### src/rtl/core/lcdt_pkg.sv
// Package for the LCD line timing and STAT interrupt block.
// Holds timing constants, mode codes, register indexes, shared structs
// and the STAT condition function. No dependencies.
`default_nettype none

package lcdt_pkg;

	// Line and frame timing
	localparam int unsigned DOT_W  = 9;
	localparam int unsigned LINE_W = 8;

	localparam logic [DOT_W-1:0]  DOTS_PER_LINE = 9'd456;
	localparam logic [DOT_W-1:0]  SEARCH_END    = 9'd80;
	localparam logic [DOT_W-1:0]  TRANSFER_END  = 9'd252;
	localparam logic [LINE_W-1:0] LAST_LINE     = 8'd153;
	localparam logic [LINE_W-1:0] FIRST_VBLANK  = 8'd144;

	// Configuration port
	localparam int unsigned CFG_IDX_W  = 2;
	localparam int unsigned CFG_DATA_W = 8;

	localparam logic [CFG_IDX_W-1:0] CFG_LCD_ENABLE      = 2'd0;
	localparam logic [CFG_IDX_W-1:0] CFG_STAT_IRQ_ENABLE = 2'd1;
	localparam logic [CFG_IDX_W-1:0] CFG_LINE_COMPARE    = 2'd2;

	// STAT interrupt enable bit positions
	localparam int unsigned STAT_EN_MODE0 = 0;
	localparam int unsigned STAT_EN_MODE1 = 1;
	localparam int unsigned STAT_EN_MODE2 = 2;
	localparam int unsigned STAT_EN_MATCH = 3;

	typedef enum logic [1:0] {
		MODE_HBLANK   = 2'd0,
		MODE_VBLANK   = 2'd1,
		MODE_SEARCH   = 2'd2,
		MODE_TRANSFER = 2'd3
	} mode_t;

	typedef struct packed {
		logic              lcd_enable;
		logic [3:0]        stat_irq_enable;
		logic [LINE_W-1:0] line_compare;
	} cfg_t;

	typedef struct packed {
		logic [LINE_W-1:0] line_number;
		logic [1:0]        lcd_mode;
		logic              line_match;
		logic              stat_irq;
		logic              vblank_irq;
		logic              hblank_start;
	} result_t;

	// Combined STAT condition for a given line and mode
	function automatic logic stat_cond(input logic [3:0] en, input logic [LINE_W-1:0] line,
			input logic [LINE_W-1:0] cmp, input mode_t mode);
		logic c;
		c = (en[STAT_EN_MATCH] && (line == cmp))
			|| (en[STAT_EN_MODE2] && (mode == MODE_SEARCH))
			|| (en[STAT_EN_MODE1] && (mode == MODE_VBLANK))
			|| (en[STAT_EN_MODE0] && (mode == MODE_HBLANK));
		return c;
	endfunction

endpackage

`default_nettype wire

### src/rtl/core/lcdt_in_if.sv
// Input channel of the LCD timing block: one dot tick per transaction.
// Stand-alone interface, no dependencies.
`default_nettype none

interface lcdt_in_if;
	logic valid;
	logic ready;
	logic dot_tick;

	modport source (output valid, output dot_tick, input ready);
	modport sink (input valid, input dot_tick, output ready);
endinterface

`default_nettype wire

### src/rtl/core/lcdt_out_if.sv
// Result channel of the LCD timing block: line, mode, flag and pulses.
// Widths follow lcdt_pkg.
`default_nettype none

interface lcdt_out_if;
	logic                              valid;
	logic                              ready;
	logic [lcdt_pkg::LINE_W-1:0]       line_number;
	logic [1:0]                        lcd_mode;
	logic                              line_match;
	logic                              stat_irq;
	logic                              vblank_irq;
	logic                              hblank_start;

	modport source (output valid, output line_number, output lcd_mode, output line_match,
		output stat_irq, output vblank_irq, output hblank_start, input ready);
	modport sink (input valid, input line_number, input lcd_mode, input line_match,
		input stat_irq, input vblank_irq, input hblank_start, output ready);
endinterface

`default_nettype wire

### src/rtl/core/lcdt_cfg.sv
// Configuration registers of the LCD timing block.
// Uses cfg_t and register indexes from lcdt_pkg.
`default_nettype none

module lcdt_cfg (
	input  wire logic                                clk,
	input  wire logic                                arst_n,
	input  wire logic                                cfg_wr_en,
	input  wire logic [lcdt_pkg::CFG_IDX_W-1:0]      cfg_index,
	input  wire logic [lcdt_pkg::CFG_DATA_W-1:0]     cfg_wdata,
	output lcdt_pkg::cfg_t                           cfg
);

	lcdt_pkg::cfg_t cfg_q;

	// Register writes; unknown indexes are ignored
	always_ff @(posedge clk or negedge arst_n) begin
		if (!arst_n) begin
			cfg_q.lcd_enable      <= 1'b1;
			cfg_q.stat_irq_enable <= 4'd0;
			cfg_q.line_compare    <= '0;
		end else if (cfg_wr_en) begin
			case (cfg_index)
				lcdt_pkg::CFG_LCD_ENABLE:      cfg_q.lcd_enable      <= cfg_wdata[0];
				lcdt_pkg::CFG_STAT_IRQ_ENABLE: cfg_q.stat_irq_enable <= cfg_wdata[3:0];
				lcdt_pkg::CFG_LINE_COMPARE:    cfg_q.line_compare    <= cfg_wdata;
				default: ;
			endcase
		end
	end

	assign cfg = cfg_q;

endmodule

`default_nettype wire

### src/rtl/core/lcdt_seq.sv
// Dot/line counters, mode sequencing and STAT edge detector.
// Computes one step's result and updates state on step. Uses lcdt_pkg.
`default_nettype none

module lcdt_seq (
	input  wire logic             clk,
	input  wire logic             arst_n,
	input  wire logic             step,
	input  wire logic             tick,
	input  wire lcdt_pkg::cfg_t   cfg,
	output lcdt_pkg::result_t     res
);

	logic [lcdt_pkg::DOT_W-1:0]  dot_q, dot_inc, dot_d;
	logic [lcdt_pkg::LINE_W-1:0] line_q, line_inc, line_d;
	lcdt_pkg::mode_t             mode_q, mode_calc, mode_d;
	logic                        match_q, match_d;
	logic                        lvl_q, lvl_d;
	logic                        mode_chg, line_end;
	logic                        cond1, cond2, lvl1, rise1, rise2;

	// Next dot, mode of that dot and next line
	always_comb begin
		dot_inc = dot_q + 9'd1;
		if (line_q >= lcdt_pkg::FIRST_VBLANK)
			mode_calc = lcdt_pkg::MODE_VBLANK;
		else if (dot_inc <= lcdt_pkg::SEARCH_END)
			mode_calc = lcdt_pkg::MODE_SEARCH;
		else if (dot_inc <= lcdt_pkg::TRANSFER_END)
			mode_calc = lcdt_pkg::MODE_TRANSFER;
		else
			mode_calc = lcdt_pkg::MODE_HBLANK;
		line_inc = (line_q >= lcdt_pkg::LAST_LINE) ? '0 : line_q + 8'd1;
		mode_chg = (mode_calc != mode_q);
		line_end = (dot_inc >= lcdt_pkg::DOTS_PER_LINE);
	end

	// STAT edge detection: on mode change (old line), then on line end (new line)
	always_comb begin
		cond1 = lcdt_pkg::stat_cond(cfg.stat_irq_enable, line_q, cfg.line_compare, mode_calc);
		rise1 = mode_chg && cond1 && !lvl_q;
		lvl1  = mode_chg ? cond1 : lvl_q;
		cond2 = lcdt_pkg::stat_cond(cfg.stat_irq_enable, line_inc, cfg.line_compare,
			mode_calc);
		rise2 = line_end && cond2 && !lvl1;
	end

	// Next state and result of this step
	always_comb begin
		dot_d   = dot_q;
		line_d  = line_q;
		mode_d  = mode_q;
		match_d = match_q;
		lvl_d   = lvl_q;
		res.stat_irq     = 1'b0;
		res.vblank_irq   = 1'b0;
		res.hblank_start = 1'b0;
		if (!cfg.lcd_enable) begin
			dot_d  = '0;
			line_d = '0;
			mode_d = lcdt_pkg::MODE_HBLANK;
		end else if (tick) begin
			mode_d = mode_calc;
			res.hblank_start = mode_chg && (mode_calc == lcdt_pkg::MODE_HBLANK);
			res.vblank_irq   = mode_chg && (mode_calc == lcdt_pkg::MODE_VBLANK);
			res.stat_irq     = rise1 || rise2;
			if (line_end) begin
				dot_d   = '0;
				line_d  = line_inc;
				match_d = (line_inc == cfg.line_compare);
				lvl_d   = cond2;
			end else begin
				dot_d = dot_inc;
				lvl_d = lvl1;
			end
		end
		res.line_number = line_d;
		res.lcd_mode    = mode_d;
		res.line_match  = match_d;
	end

	// State registers
	always_ff @(posedge clk or negedge arst_n) begin
		if (!arst_n) begin
			dot_q   <= '0;
			line_q  <= '0;
			mode_q  <= lcdt_pkg::MODE_VBLANK;
			match_q <= 1'b1;
			lvl_q   <= 1'b0;
		end else if (step) begin
			dot_q   <= dot_d;
			line_q  <= line_d;
			mode_q  <= mode_d;
			match_q <= match_d;
			lvl_q   <= lvl_d;
		end
	end

	// Checks
	a_line_range: assert property (@(posedge clk) disable iff (!arst_n)
		line_q <= lcdt_pkg::LAST_LINE) else $error("line counter out of range");
	a_dot_range: assert property (@(posedge clk) disable iff (!arst_n)
		dot_q < lcdt_pkg::DOTS_PER_LINE) else $error("dot counter out of range");
	a_vblank_mode: assert property (@(posedge clk) disable iff (!arst_n)
		step && res.vblank_irq |=> mode_q == lcdt_pkg::MODE_VBLANK)
		else $error("vblank pulse without vblank mode");
	a_off_quiet: assert property (@(posedge clk) disable iff (!arst_n)
		!cfg.lcd_enable |-> !res.stat_irq && !res.vblank_irq && !res.hblank_start)
		else $error("pulse while LCD is off");

endmodule

`default_nettype wire

### src/rtl/core/lcd_line_timing_stat_irq.sv
// LCD line timing with STAT interrupt edge detection, top level.
// Registered path from input transaction to result: input register, then result register.
// Throughput: one dot per cycle while the result side takes results; the counters and edge detector update together.
// Reset (arst_n, asynchronous): line 0, dot 0, mode vblank, match flag set, LCD enabled.
// Depends on lcdt_pkg, lcdt_in_if, lcdt_out_if, lcdt_cfg and lcdt_seq.
`default_nettype none

module lcd_line_timing_stat_irq (
	input  wire logic                              clk,
	input  wire logic                              arst_n,
	input  wire logic                              cfg_wr_en,
	input  wire logic [lcdt_pkg::CFG_IDX_W-1:0]    cfg_index,
	input  wire logic [lcdt_pkg::CFG_DATA_W-1:0]   cfg_wdata,
	lcdt_in_if.sink                                req,
	lcdt_out_if.source                             rsp
);

	lcdt_pkg::cfg_t    cfg;
	lcdt_pkg::result_t res, res_q;
	logic              valid_s1, tick_s1;
	logic              out_valid_q;
	logic              advance, step;

	lcdt_cfg u_cfg (
		.clk       (clk),
		.arst_n    (arst_n),
		.cfg_wr_en (cfg_wr_en),
		.cfg_index (cfg_index),
		.cfg_wdata (cfg_wdata),
		.cfg       (cfg)
	);

	// Pipeline moves whenever the result register is free or being drained
	assign advance   = !out_valid_q || rsp.ready;
	assign step      = valid_s1 && advance;
	assign req.ready = !valid_s1 || advance;

	lcdt_seq u_seq (
		.clk    (clk),
		.arst_n (arst_n),
		.step   (step),
		.tick   (tick_s1),
		.cfg    (cfg),
		.res    (res)
	);

	// Input register
	always_ff @(posedge clk or negedge arst_n) begin
		if (!arst_n)
			valid_s1 <= 1'b0;
		else if (req.ready)
			valid_s1 <= req.valid;
	end

	always_ff @(posedge clk) begin
		if (req.valid && req.ready)
			tick_s1 <= req.dot_tick;
	end

	// Result register
	always_ff @(posedge clk or negedge arst_n) begin
		if (!arst_n)
			out_valid_q <= 1'b0;
		else if (advance)
			out_valid_q <= valid_s1;
	end

	always_ff @(posedge clk) begin
		if (step)
			res_q <= res;
	end

	assign rsp.valid        = out_valid_q;
	assign rsp.line_number  = res_q.line_number;
	assign rsp.lcd_mode     = res_q.lcd_mode;
	assign rsp.line_match   = res_q.line_match;
	assign rsp.stat_irq     = res_q.stat_irq;
	assign rsp.vblank_irq   = res_q.vblank_irq;
	assign rsp.hblank_start = res_q.hblank_start;

endmodule

`default_nettype wire

### src/flat_wrapper.sv
// flat-port wrapper written by rule: the top's interface ports become plain ports
module lcd_line_timing_stat_irq_flat 
  (clk, arst_n, cfg_wr_en, cfg_index, cfg_wdata, req_valid, req_dot_tick, req_ready, rsp_valid, rsp_line_number, rsp_lcd_mode, rsp_line_match, rsp_stat_irq, rsp_vblank_irq, rsp_hblank_start, rsp_ready);
  lcdt_in_if req_i ();
  lcdt_out_if rsp_i ();
  input  wire logic clk;
  input  wire logic arst_n;
  input  wire logic cfg_wr_en;
  input  wire logic [lcdt_pkg::CFG_IDX_W-1:0] cfg_index;
  input  wire logic [lcdt_pkg::CFG_DATA_W-1:0] cfg_wdata;
  input wire logic [$bits(req_i.valid)-1:0] req_valid;
  input wire logic [$bits(req_i.dot_tick)-1:0] req_dot_tick;
  output wire logic [$bits(req_i.ready)-1:0] req_ready;
  output wire logic [$bits(rsp_i.valid)-1:0] rsp_valid;
  output wire logic [$bits(rsp_i.line_number)-1:0] rsp_line_number;
  output wire logic [$bits(rsp_i.lcd_mode)-1:0] rsp_lcd_mode;
  output wire logic [$bits(rsp_i.line_match)-1:0] rsp_line_match;
  output wire logic [$bits(rsp_i.stat_irq)-1:0] rsp_stat_irq;
  output wire logic [$bits(rsp_i.vblank_irq)-1:0] rsp_vblank_irq;
  output wire logic [$bits(rsp_i.hblank_start)-1:0] rsp_hblank_start;
  input wire logic [$bits(rsp_i.ready)-1:0] rsp_ready;
  assign req_i.valid = req_valid;
  assign req_i.dot_tick = req_dot_tick;
  assign req_ready = req_i.ready;
  assign rsp_valid = rsp_i.valid;
  assign rsp_line_number = rsp_i.line_number;
  assign rsp_lcd_mode = rsp_i.lcd_mode;
  assign rsp_line_match = rsp_i.line_match;
  assign rsp_stat_irq = rsp_i.stat_irq;
  assign rsp_vblank_irq = rsp_i.vblank_irq;
  assign rsp_hblank_start = rsp_i.hblank_start;
  assign rsp_i.ready = rsp_ready;
  lcd_line_timing_stat_irq u_core (.clk(clk), .arst_n(arst_n), .cfg_wr_en(cfg_wr_en), .cfg_index(cfg_index), .cfg_wdata(cfg_wdata), .req(req_i), .rsp(rsp_i));
endmodule
### config.mk
export PLATFORM = sky130hd
export DESIGN_NAME = lcd_line_timing_stat_irq_flat
export DESIGN_NICKNAME = d
export VERILOG_FILES = /design/src/rtl/core/lcdt_pkg.sv /design/src/rtl/core/lcdt_in_if.sv /design/src/rtl/core/lcdt_out_if.sv /design/src/rtl/core/lcdt_cfg.sv /design/src/rtl/core/lcdt_seq.sv /design/src/rtl/core/lcd_line_timing_stat_irq.sv /design/src/flat_wrapper.sv
export SDC_FILE = /design/constraint.sdc
export NUM_CORES = 1
export LEC_CHECK = 0
export ABC_AREA = 1
export BUFFER_PORTS_ARGS = -buffer_cell sky130_fd_sc_hd__buf_2
export CAP_MARGIN = 25
export CORE_ASPECT_RATIO = 0.9
export CORE_UTILIZATION = 55
export DETAILED_ROUTE_END_ITERATION = 10
export PLACE_DENSITY = 0.73
export SLEW_MARGIN = 10
export SYNTH_ARGS = -nofsm -noshare
export SYNTH_HDL_FRONTEND = slang
export SYNTH_SLANG_ARGS = --single-unit
### constraint.sdc
create_clock -name clk -period 4.8 [get_ports clk]
set_input_delay 0.24 -clock clk [delete_from_list [all_inputs] [get_ports clk]]
set_output_delay 0.24 -clock clk [all_outputs]
set_load 0.05 [all_outputs]
Word-level counts from Yosys, hierarchy flattened
Cells that the tools add are included.
W data, S select, Z words.
{ "totals": {"elab_cells": 83, "inputBits": 16, "ff_bits": 51, "out_inout_bits": 16} }
{ "classes": {"magnitude_cmp": 5, "n_reduce_logical": 34, "n_eq_ne": 8, "addsub": 2, "n_mux": 17} }
{ "ops": {"columns": ["cell", "n"], "rows": [
  ["$mux W8", 4],
  ["$mux W9", 3],
  ["$eq A8 B8 Y1", 2],
  ["$ge A8 B8 Y1 const B", 2],
  ["$logic_and A1 B1 Y1", 13],
  ["$mux W2", 5],
  ["$reduce_and A2 Y1", 5],
  ["$add A9 B1 Y9 const B", 1],
  ["$ge A9 B9 Y1 const B", 1],
  ["$le A9 B7 Y1 const B", 1],
  ["$le A9 B8 Y1 const B", 1],
  ["$logic_or A1 B1 Y1", 9],
  ["$add A8 B1 Y8 const B", 1],
  ["$mux W1", 5],
  ["$eq A2 B1 Y1 const B", 2],
  ["$eq A2 B2 Y1 const B", 2],
  ["$logic_not A1 Y1", 4],
  ["$logic_not A2 Y1", 2],
  ["$reduce_and A3 Y1", 1],
  ["$ne A2 B1 Y1 const B", 1],
  ["$ne A2 B2 Y1", 1]
]} }

Longest topological paths before layout
Gate-level depths: netlist of the first run.
{ "logic_depth": {"word_depth": 14, "ltp_mapped": 19, "ltp_nobuf": 19} }

Hierarchy
A second synthesis of the first run with hierarchy kept.
{ "unflattened": {"hier_cells": 417, "area_unflattened_um2": 3174.3} }
{ "by_module_without_submodules": {"columns": ["module", "cells_per_inst", "seq_area_each_um2", "area_each_um2", "n_inst"], "rows": [
  ["lcdt_seq", 329, 528.0, 2063.2, 1],
  ["lcdt_cfg", 61, 326.6, 565.5, 1],
  ["lcd_line_timing_stat_irq", 27, 500.5, 545.5, 1]
]} }

Least setup slack after synthesis of the first run
OpenSTA, ideal clock, no wires.
{ "synth_timing": {"kind": "flip-flop to flip-flop", "from": "reg u_core.u_seq.dot_q[0] in the netlist's numbering", "to": "reg u_core.res_q (netlist bit u_core.rsp.stat_irq) (data pin)", "stages_incl_launch_ff": 19, "n_path_buf": 0, "setup_slack_ns": 2.727, "synth_period_minus_slack_ns": 2.073, "arrival_ns": 1.815, "required_ns": 4.541, "setup_ns": 0.259, "path_cell_list": "dfrtp_1 ha_1 nand2_2 nor2_4 nand2_1 nand2_1 nand2_1 inv_2 nand2_2 nor2_2 nand2_1 nand2_2 nand2_2 nand2_2 nand2_2 nand2_2 nand2_2 nand3_1 a21oi_1"} }
{ "synth_via": {"elab_chain_cells": 14, "elab_cells_between_ends": 27, "classes_between": "add/sub (1); order compare (3); eq/ne (3); mux (4); reduce/logical (16)"} }
{ "synth_rtl": {"columns": ["element", "line_no", "rtl"], "rows": [
  ["from (decl)", "lcdt_seq.sv:14", "logic [lcdt_pkg::DOT_W-1:0] dot_q, dot_inc, dot_d;"],
  ["from (signal assigned)", "lcdt_seq.sv:91", "dot_q <= dot_d;"],
  ["$add A9 B1 Y9 *", "lcdt_seq.sv:24", "dot_inc = dot_q + 9'd1;"],
  ["$le A9 B8 Y1", "lcdt_seq.sv:29", "else if (dot_inc <= lcdt_pkg::TRANSFER_END)"],
  ["$mux W2", "lcdt_seq.sv:29", null],
  ["$mux W2", "lcdt_seq.sv:27", "else if (dot_inc <= lcdt_pkg::SEARCH_END)"],
  ["$mux W2", "lcdt_seq.sv:25", "if (line_q >= lcdt_pkg::FIRST_VBLANK)"],
  ["$eq A2 B2 Y1", "lcdt_pkg.sv:59", "|| (en[STAT_EN_MODE2] && (mode == MODE_SEARCH))"],
  ["$logic_and A1 B1 Y1", "lcdt_pkg.sv:59", null],
  ["$logic_or A1 B1 Y1", "lcdt_pkg.sv:59", null],
  ["$logic_or A1 B1 Y1", "lcdt_pkg.sv:60", "|| (en[STAT_EN_MODE1] && (mode == MODE_VBLANK))"],
  ["$logic_or A1 B1 Y1", "lcdt_pkg.sv:61", "|| (en[STAT_EN_MODE0] && (mode == MODE_HBLANK));"],
  ["$mux W1", "lcdt_seq.sv:42", "lvl1 = mode_chg ? cond1 : lvl_q;"],
  ["$logic_not A1 Y1", "lcdt_seq.sv:45", "rise2 = line_end && cond2 && !lvl1;"],
  ["$logic_and A1 B1 Y1", "lcdt_seq.sv:45", null],
  ["$logic_or A1 B1 Y1 *", "lcdt_seq.sv:66", "res.stat_irq = rise1 || rise2;"],
  ["to (signal assigned)", "lcd_line_timing_stat_irq.sv:70", "res_q <= res;"],
  ["to (decl)", "lcd_line_timing_stat_irq.sv:19", "lcdt_pkg::result_t res, res_q;"]
]} }
Mark *: on every way between the ends. The rest lies on a longest branch, timed or not.
A chain may end at the register's enable or synchronous reset.

==> metrics.cfg, run 1 <==
[sta]
layout_min_cycle_time_ps = 2418
finalHoldViolations = 0
setup_viol = 0
period_share_pct = 50.37
slew_headroom_pct = 45.54
worstMarginPinSlew_ps = 816.9
fin_ws_ps = 2382
setup_tns_ps = 0
rsz0062_at_grt = false
worst_clock_skew_ps = 10.39
drv_slew = 0
max_freq_mhz = 413.6

[cts]
cts_buffers = 5
clock-root-buffer = clkbuf_8
h-tree-depth = 2
cts_tree = yes
clk_pin_slew_ps = 90
clk_latency_ps = 310
clockBufferDepth = 2
clock_sinks = 51
ctsHoldBuffers = 0
cts.repair.resized = 0
cts_setup_buffers = 0

[layout]
diodes = 0
drive_gt1_share_pct = 19.06
fin_cells = 492
fin_nets = 446
syn_to_final_growth_pct = 11.52
final_area_um2 = 3379

[placed_design]
dp_hpwl_mm = 4.968
port_buffers = 31
pre_cts_ws_ps = 2398
post_dp_cell_area_um2 = 3247
place.gp.congestion = 0.9470
dp.cells = 484

[worst_setup_path]
slowest_delay_ps = 490
worstPathArrival_ps = 2650
end_kind = register
path_cells = ha_1 -> nand2_2 -> o21ai_0 -> o21ai_0 -> nand2_1 -> o21ai_1 -> nor2_2 -> nand2_2 -> inv_2 -> o21ai_0 -> a21oi_1 -> nand2_1 -> o21ai_0
slowest_stage = dfrtp_1
path_class = register to register
critical_path.startpoint_type = register
crit_top_cell = o21ai_0
critPathRequiredTime_ps = 5030
path_max_fanout = 14
path_buf_inv = 1
cp_top_family = compound AO/OA/AOI/OAI gates

[floorplanning]
core_um2 = 5286
dieArea_um2 = 5811
die_h_um = 72.42
start_util_pct = 57.33
io_pins = 32
rows = 25
dieWidth_um = 80.25

[synth]
yosysSeqAreaShare_pct = 44.72
yosys_warnings = 0
avgSynthCellArea_um2 = 7.711
ys_top_cells_by_area = dfrtp_1 (27%), edfxtp_1 (15%), nand2_1 (13%)
synth_edf_count = 15
synth_fp_nets = 415
synth.distinct_cells = 34
yosys-top-cells-count = nand2_1 (104), inv_1 (53), nand3_1 (35)
yosys.area.top_type = dfrtp_1
ys_ff_latch = 51
yosysMostFrequentCell = nand2_1
synthesis.area_um2 = 3030
synth-async-reset-ratio_pct = 70.59
ys.flop_type = dfrtp_1
syn_inst = 393
synth_top_area_share_pct = 27.25

[power]
p_total_mw = 1.126
p_leak_nw = 1.618
ir_drop_v = 0.0002260
power.density_nw_per_um2 = 333.2

[global_route]
grt_pass1_vias = 2274
overflow = 0
grt_max_degree = 37
grt_usage_pct = 25.40
grt_pass1_wl_mm = 11.22
antenna_found_initial = 0

[outcome]
outcome = finished clean

[drt]
routed_wl_mm = 6.582
first_pass_iters = 5
vias_per_cell = 5.384
wl_per_cell_um = 13.38
postRouteAntennaNets = 0
vias = 2649
first_iter_violations = 270
drc = 0

[min_path]
hp-class = primary input to async pin

[job]
drv_cap = 0

==> cells by family after synthesis <==
kind of cell               after synthesis  share of synthesized area, %
AOI/OAI and AO/OA                       68                         13.17
DFF                                     51                         44.72
adders and majority gates                6                         2.477
buffers and inverters                   65                         8.711
muxes                                    1                        0.3716
and+or+nand+nor                        197                         29.11
xor gates and xnor gates                 5                         1.445
==> worst paths after layout <==
check	start	end	slack (ps)	cells after the start
worst max register to register	u_core.u_seq.dot_q[0]	u_core.u_seq.line_q[0]	2380	13
worst max-delay path	u_core.u_seq.dot_q[0]	u_core.u_seq.line_q[0]	2380	13
worst min-delay path	arst_n	u_core.u_seq.mode_q[1]	10	1
worst min register to register	u_core.u_cfg.cfg[9]	u_core.u_cfg.cfg[9]	510	2
max in group asynchronous	arst_n	u_core.u_cfg.cfg[8]	4260	1
min in group clk	req_dot_tick	u_core.tick_s1	110	1
==> power by group <==
group / switching (mW) / internal (mW) / leakage (nW)
Combinational: 0.167 / 0.0675 / 0.944
Sequential: 0.0391 / 0.505 / 0.609
Clock: 0.139 / 0.208 / 0.0654
Total: 0.345 / 0.781 / 1.62
==> flip-flops by register name, summed over array words and instances (netlist names) <==
register / flops
u_core.rsp.hblank_start: 1
u_core.rsp.lcd_mode: 2
u_core.rsp.line_match: 1
u_core.rsp.line_number: 8
u_core.rsp.stat_irq: 1
u_core.rsp.valid: 1
u_core.rsp.vblank_irq: 1
u_core.tick_s1: 1
u_core.u_cfg.cfg: 13
u_core.u_seq.dot_q: 9
u_core.u_seq.line_q: 8
u_core.u_seq.lvl_q: 1
u_core.u_seq.match_q: 1
u_core.u_seq.mode_q: 2
u_core.valid_s1: 1
==> layout make-up <==
type / instances / area [um2]
Timing Repair Buffer: 32 / 182.7
Tap cell: 67 / 83.83
Multi-Input combinational cell: 277 / 1411
Clock inverter: 2 / 60.06
Clock buffer: 6 / 72.57
Fill cell: 459 / 1907
Sequential cell: 51 / 1355
Inverter: 57 / 214.0
==> worst register-to-register path, stage by stage (launching register included) <==
cell and delay [ps]:
dfrtp_1 490, ha_1 290, nand2_2 120, o21ai_0 160, o21ai_0 160, nand2_1 100
o21ai_1 70, nor2_2 150, nand2_2 80, inv_2 230, o21ai_0 120, a21oi_1 220
nand2_1 70, o21ai_0 80
==> placed cells by master, fill, tap and decap left out, types with 2 or more instances in the layout <==
cell type	n
nand2_1	104
inv_1	53
nand3_1	35
dfrtp_1	33
o21ai_0	31
buf_2	31
nor2_1	26
edfxtp_1	15
nand2_2	13
a21oi_1	12
o22ai_1	10
nor2_2	8
o21ai_2	6
ha_1	6
clkbuf_8	5
nand4_1	4
a21oi_2	4
inv_2	3
nor2_4	3
xor2_1	3
dfstp_2	3
o21ai_1	2
xnor2_1	2
bufinv_16	2
==> layer usage <==
metal,GRT usage (%),part of all wire [%],wire [um],vias to the layer above
li1,-,-,-,1336
met1,41.02,53,3498,1212
met2,34.85,41,2679,93
met3,4.151,5.1,334,8
met4,6.548,1.1,70,0
met5,0,0,0,-
==> per-stage QoR <==
step | hold slack [ps] | utilization [%]
after floorplan | -55.59 | -
after global placement | 384.1 | 60.90
after detailed placement | 381.7 | 61.42
after CTS | 45.82 | 63.93
after global routing | 73.99 | 63.93
final | 12.32 | 63.93
(Power assumes the default switching activity.)
==> inputs of run 2 (changes only) <==
CORE_UTILIZATION = 53   (was 55)
PLACE_DENSITY = 0.74   (was 0.73)
clock period = 2 ns   (was 4.8 ns; I/O delays follow)
==> run 2 against run 1 <==
Compared with the run above: sequential cell count is the same; setup slack got worse by 2600 ps; clock power increased by 75%; die area up 3.7%; combinational power grew to 2.9 times the previous value; wire length grew 23%; design area rose by 22%; sequential power grew 140%; global-route usage increased by 2.1 points; sequential share of layout area down 7.1 points; the run now ends with setup timing left; highest routed layer unchanged; power grew 130%; critical path type unchanged.
==> metrics.cfg, run 2 (synthesized netlist as in run 1, its figures left out) <==
[outcome]
outcome = finished with violations
violations = setup timing

[worst_setup_path]
path_class = register to register
path_max_fanout = 7
worstPathArrival_ps = 2440
critical_path.startpoint_type = register
end_kind = register
critPathRequiredTime_ps = 2240

[global_route]
overflow = 0
grt_max_degree = 37
grt_pass1_vias = 2607
antenna_found_initial = 0
grt_usage_pct = 27.54
grt_pass1_wl_mm = 12.30

[cts]
clk_latency_ps = 310
h-tree-depth = 2
clk_pin_slew_ps = 90
clock_sinks = 51
clock-root-buffer = clkbuf_8
clockBufferDepth = 2
cts_buffers = 5
cts_tree = yes

[drt]
highest_layer = met4
dr_wl_met2_mm = 3.677
wl_met3_um = 509
first_iter_violations = 229
first_pass_iters = 6
wl_met1_mm = 3.776
drc = 0
wl_per_cell_um = 14.67
postRouteAntennaNets = 0
vias_per_cell = 5.486
routed_wl_mm = 8.084
vias = 3023

[sta]
slew_headroom_pct = 44.87
period_share_pct = 109.8
worst_clock_skew_ps = 4.750
setup_tns_ps = -1389
rsz0062_at_grt = true
worstMarginPinSlew_ps = 827.0
max_freq_mhz = 455.2
setup_viol = 17
finalHoldViolations = 0
layout_min_cycle_time_ps = 2197
drv_slew = 0
fin_ws_ps = -196.8

[power]
switching_share_pct = 34.60
p_leak_nw = 1.934
p_comb_share_pct = 25.8
power_frac_clock_pct = 23.4
p_total_mw = 2.604
ir_drop_v = 0.0005267
switchingPower_uw = 901.1
power.density_nw_per_um2 = 631.3
p_int_mw = 1.703
p_seq_share_pct = 50.8

[layout]
final_util_pct = 76.67
mostFrequentLayoutCells = nand2_1 (87), buf_4 (51), inv_1 (49)
drive_gt1_share_pct = 41.12
largest_reg_flops = 13
syn_to_final_growth_pct = 36.13
diodes = 0
fin_nets = 505
final_area_um2 = 4125
final_common_cell = nand2_1

[floorplanning]
dieWidth_um = 81.71
dieArea_um2 = 6025
rows = 25
die_h_um = 73.74
core_um2 = 5380
io_pins = 32
start_util_pct = 56.33

[min_path]
hp-class = primary input to register

[placed_design]
pre_cts_ws_ps = -200.0
place.gp.congestion = 0.9950
dp_hpwl_mm = 5.315
post_dp_cell_area_um2 = 3508
port_buffers = 31

[job]
drv_cap = 0

run 2: cell count changes in the layout (fill, tap and decap cells not counted), sizes merged:
cell	previous run	this run
bufinv	2	0
buf	32	86
dlygate4sd3	0	3
nor2	37	38
inv	56	58
clkbuf	6	7
run 2: area by class of cell:
cell class,count,area [um2]
Tap cell,67,83.83
Inverter,57,224.0
Fill cell,378,1255
Timing Repair Buffer,89,621.8
Sequential cell,51,1361
Timing Repair inverter,1,11.26
Clock buffer,7,86.33
Clock inverter,1,5.005
Multi-Input combinational cell,278,1732
run 2: worst max-delay path, cell delays in order (launching register included):
cell and delay [ps]:
dfrtp_2 470, inv_2 80, buf_4 180, ha_1 310
nand3_1 170, nand2_1 80, nand2_1 90, nand2_2 90
nor2_4 120, nand3_2 70, a21oi_2 160, buf_4 130
nor2_1 30, a21oi_1 140
run 2: path summary, 6_finish.rpt:
check / to / depth (start not counted) / startpoint / slack [ps]
worst max-delay path: u_core.u_seq.lvl_q / 13 / u_core.u_seq.line_q[0] / -200
worst min-delay path: u_core.u_cfg.cfg[4] / 2 / cfg_wdata[4] / 20
worst max register to register: u_core.u_seq.lvl_q / 13 / u_core.u_seq.line_q[0] / -200
worst min register to register: u_core.u_cfg.cfg[9] / 2 / u_core.u_cfg.cfg[9] / 540
max in group asynchronous: u_core.u_seq.line_q[0] / 2 / arst_n / 1000
min in group asynchronous: u_core.u_seq.dot_q[2] / 2 / arst_n / 430
run 2: power by group through the flow:
stage | Clock [mW] | Sequential (mW) | Combinational, mW
2_1_floorplan | 0 | 1.44 | 0.280
3_3_place_gp | 0 | 1.32 | 0.568
3_5_place_dp | 0 | 1.33 | 0.582
4_1_cts | 0.625 | 1.31 | 0.621
5_1_grt | 0.666 | 1.34 | 0.729
6_report | 0.609 | 1.32 | 0.672
run 2: metal layers:
| layer | track usage [%] | vias up |
|---|---|---|
| met1 | 41.06 | 1427 |
| met4 | 9.357 | 0 |
| met2 | 39.91 | 128 |
| met5 | 0 | - |
| li1 | - | 1455 |
| met3 | 4.969 | 13 |
run 2: metrics by stage:
stage	cells	hold WS [ps]
after global routing	551	35.17
after CTS	547	26.66
final	551	21.84
after detailed placement	521	249.7
after floorplan	393	-195.6
after global placement	521	241.1
run 2: what timing repair did:
action | CTS | global route
cloned | 2 | 0
resized for setup | 46 | 54
hold endpoints to repair | 35 | 0
setup buffers | 14 | 5
hold buffers | 3 | 0
endpoints found under the setup margin | 26 | 34
pin swaps | 28 | 25
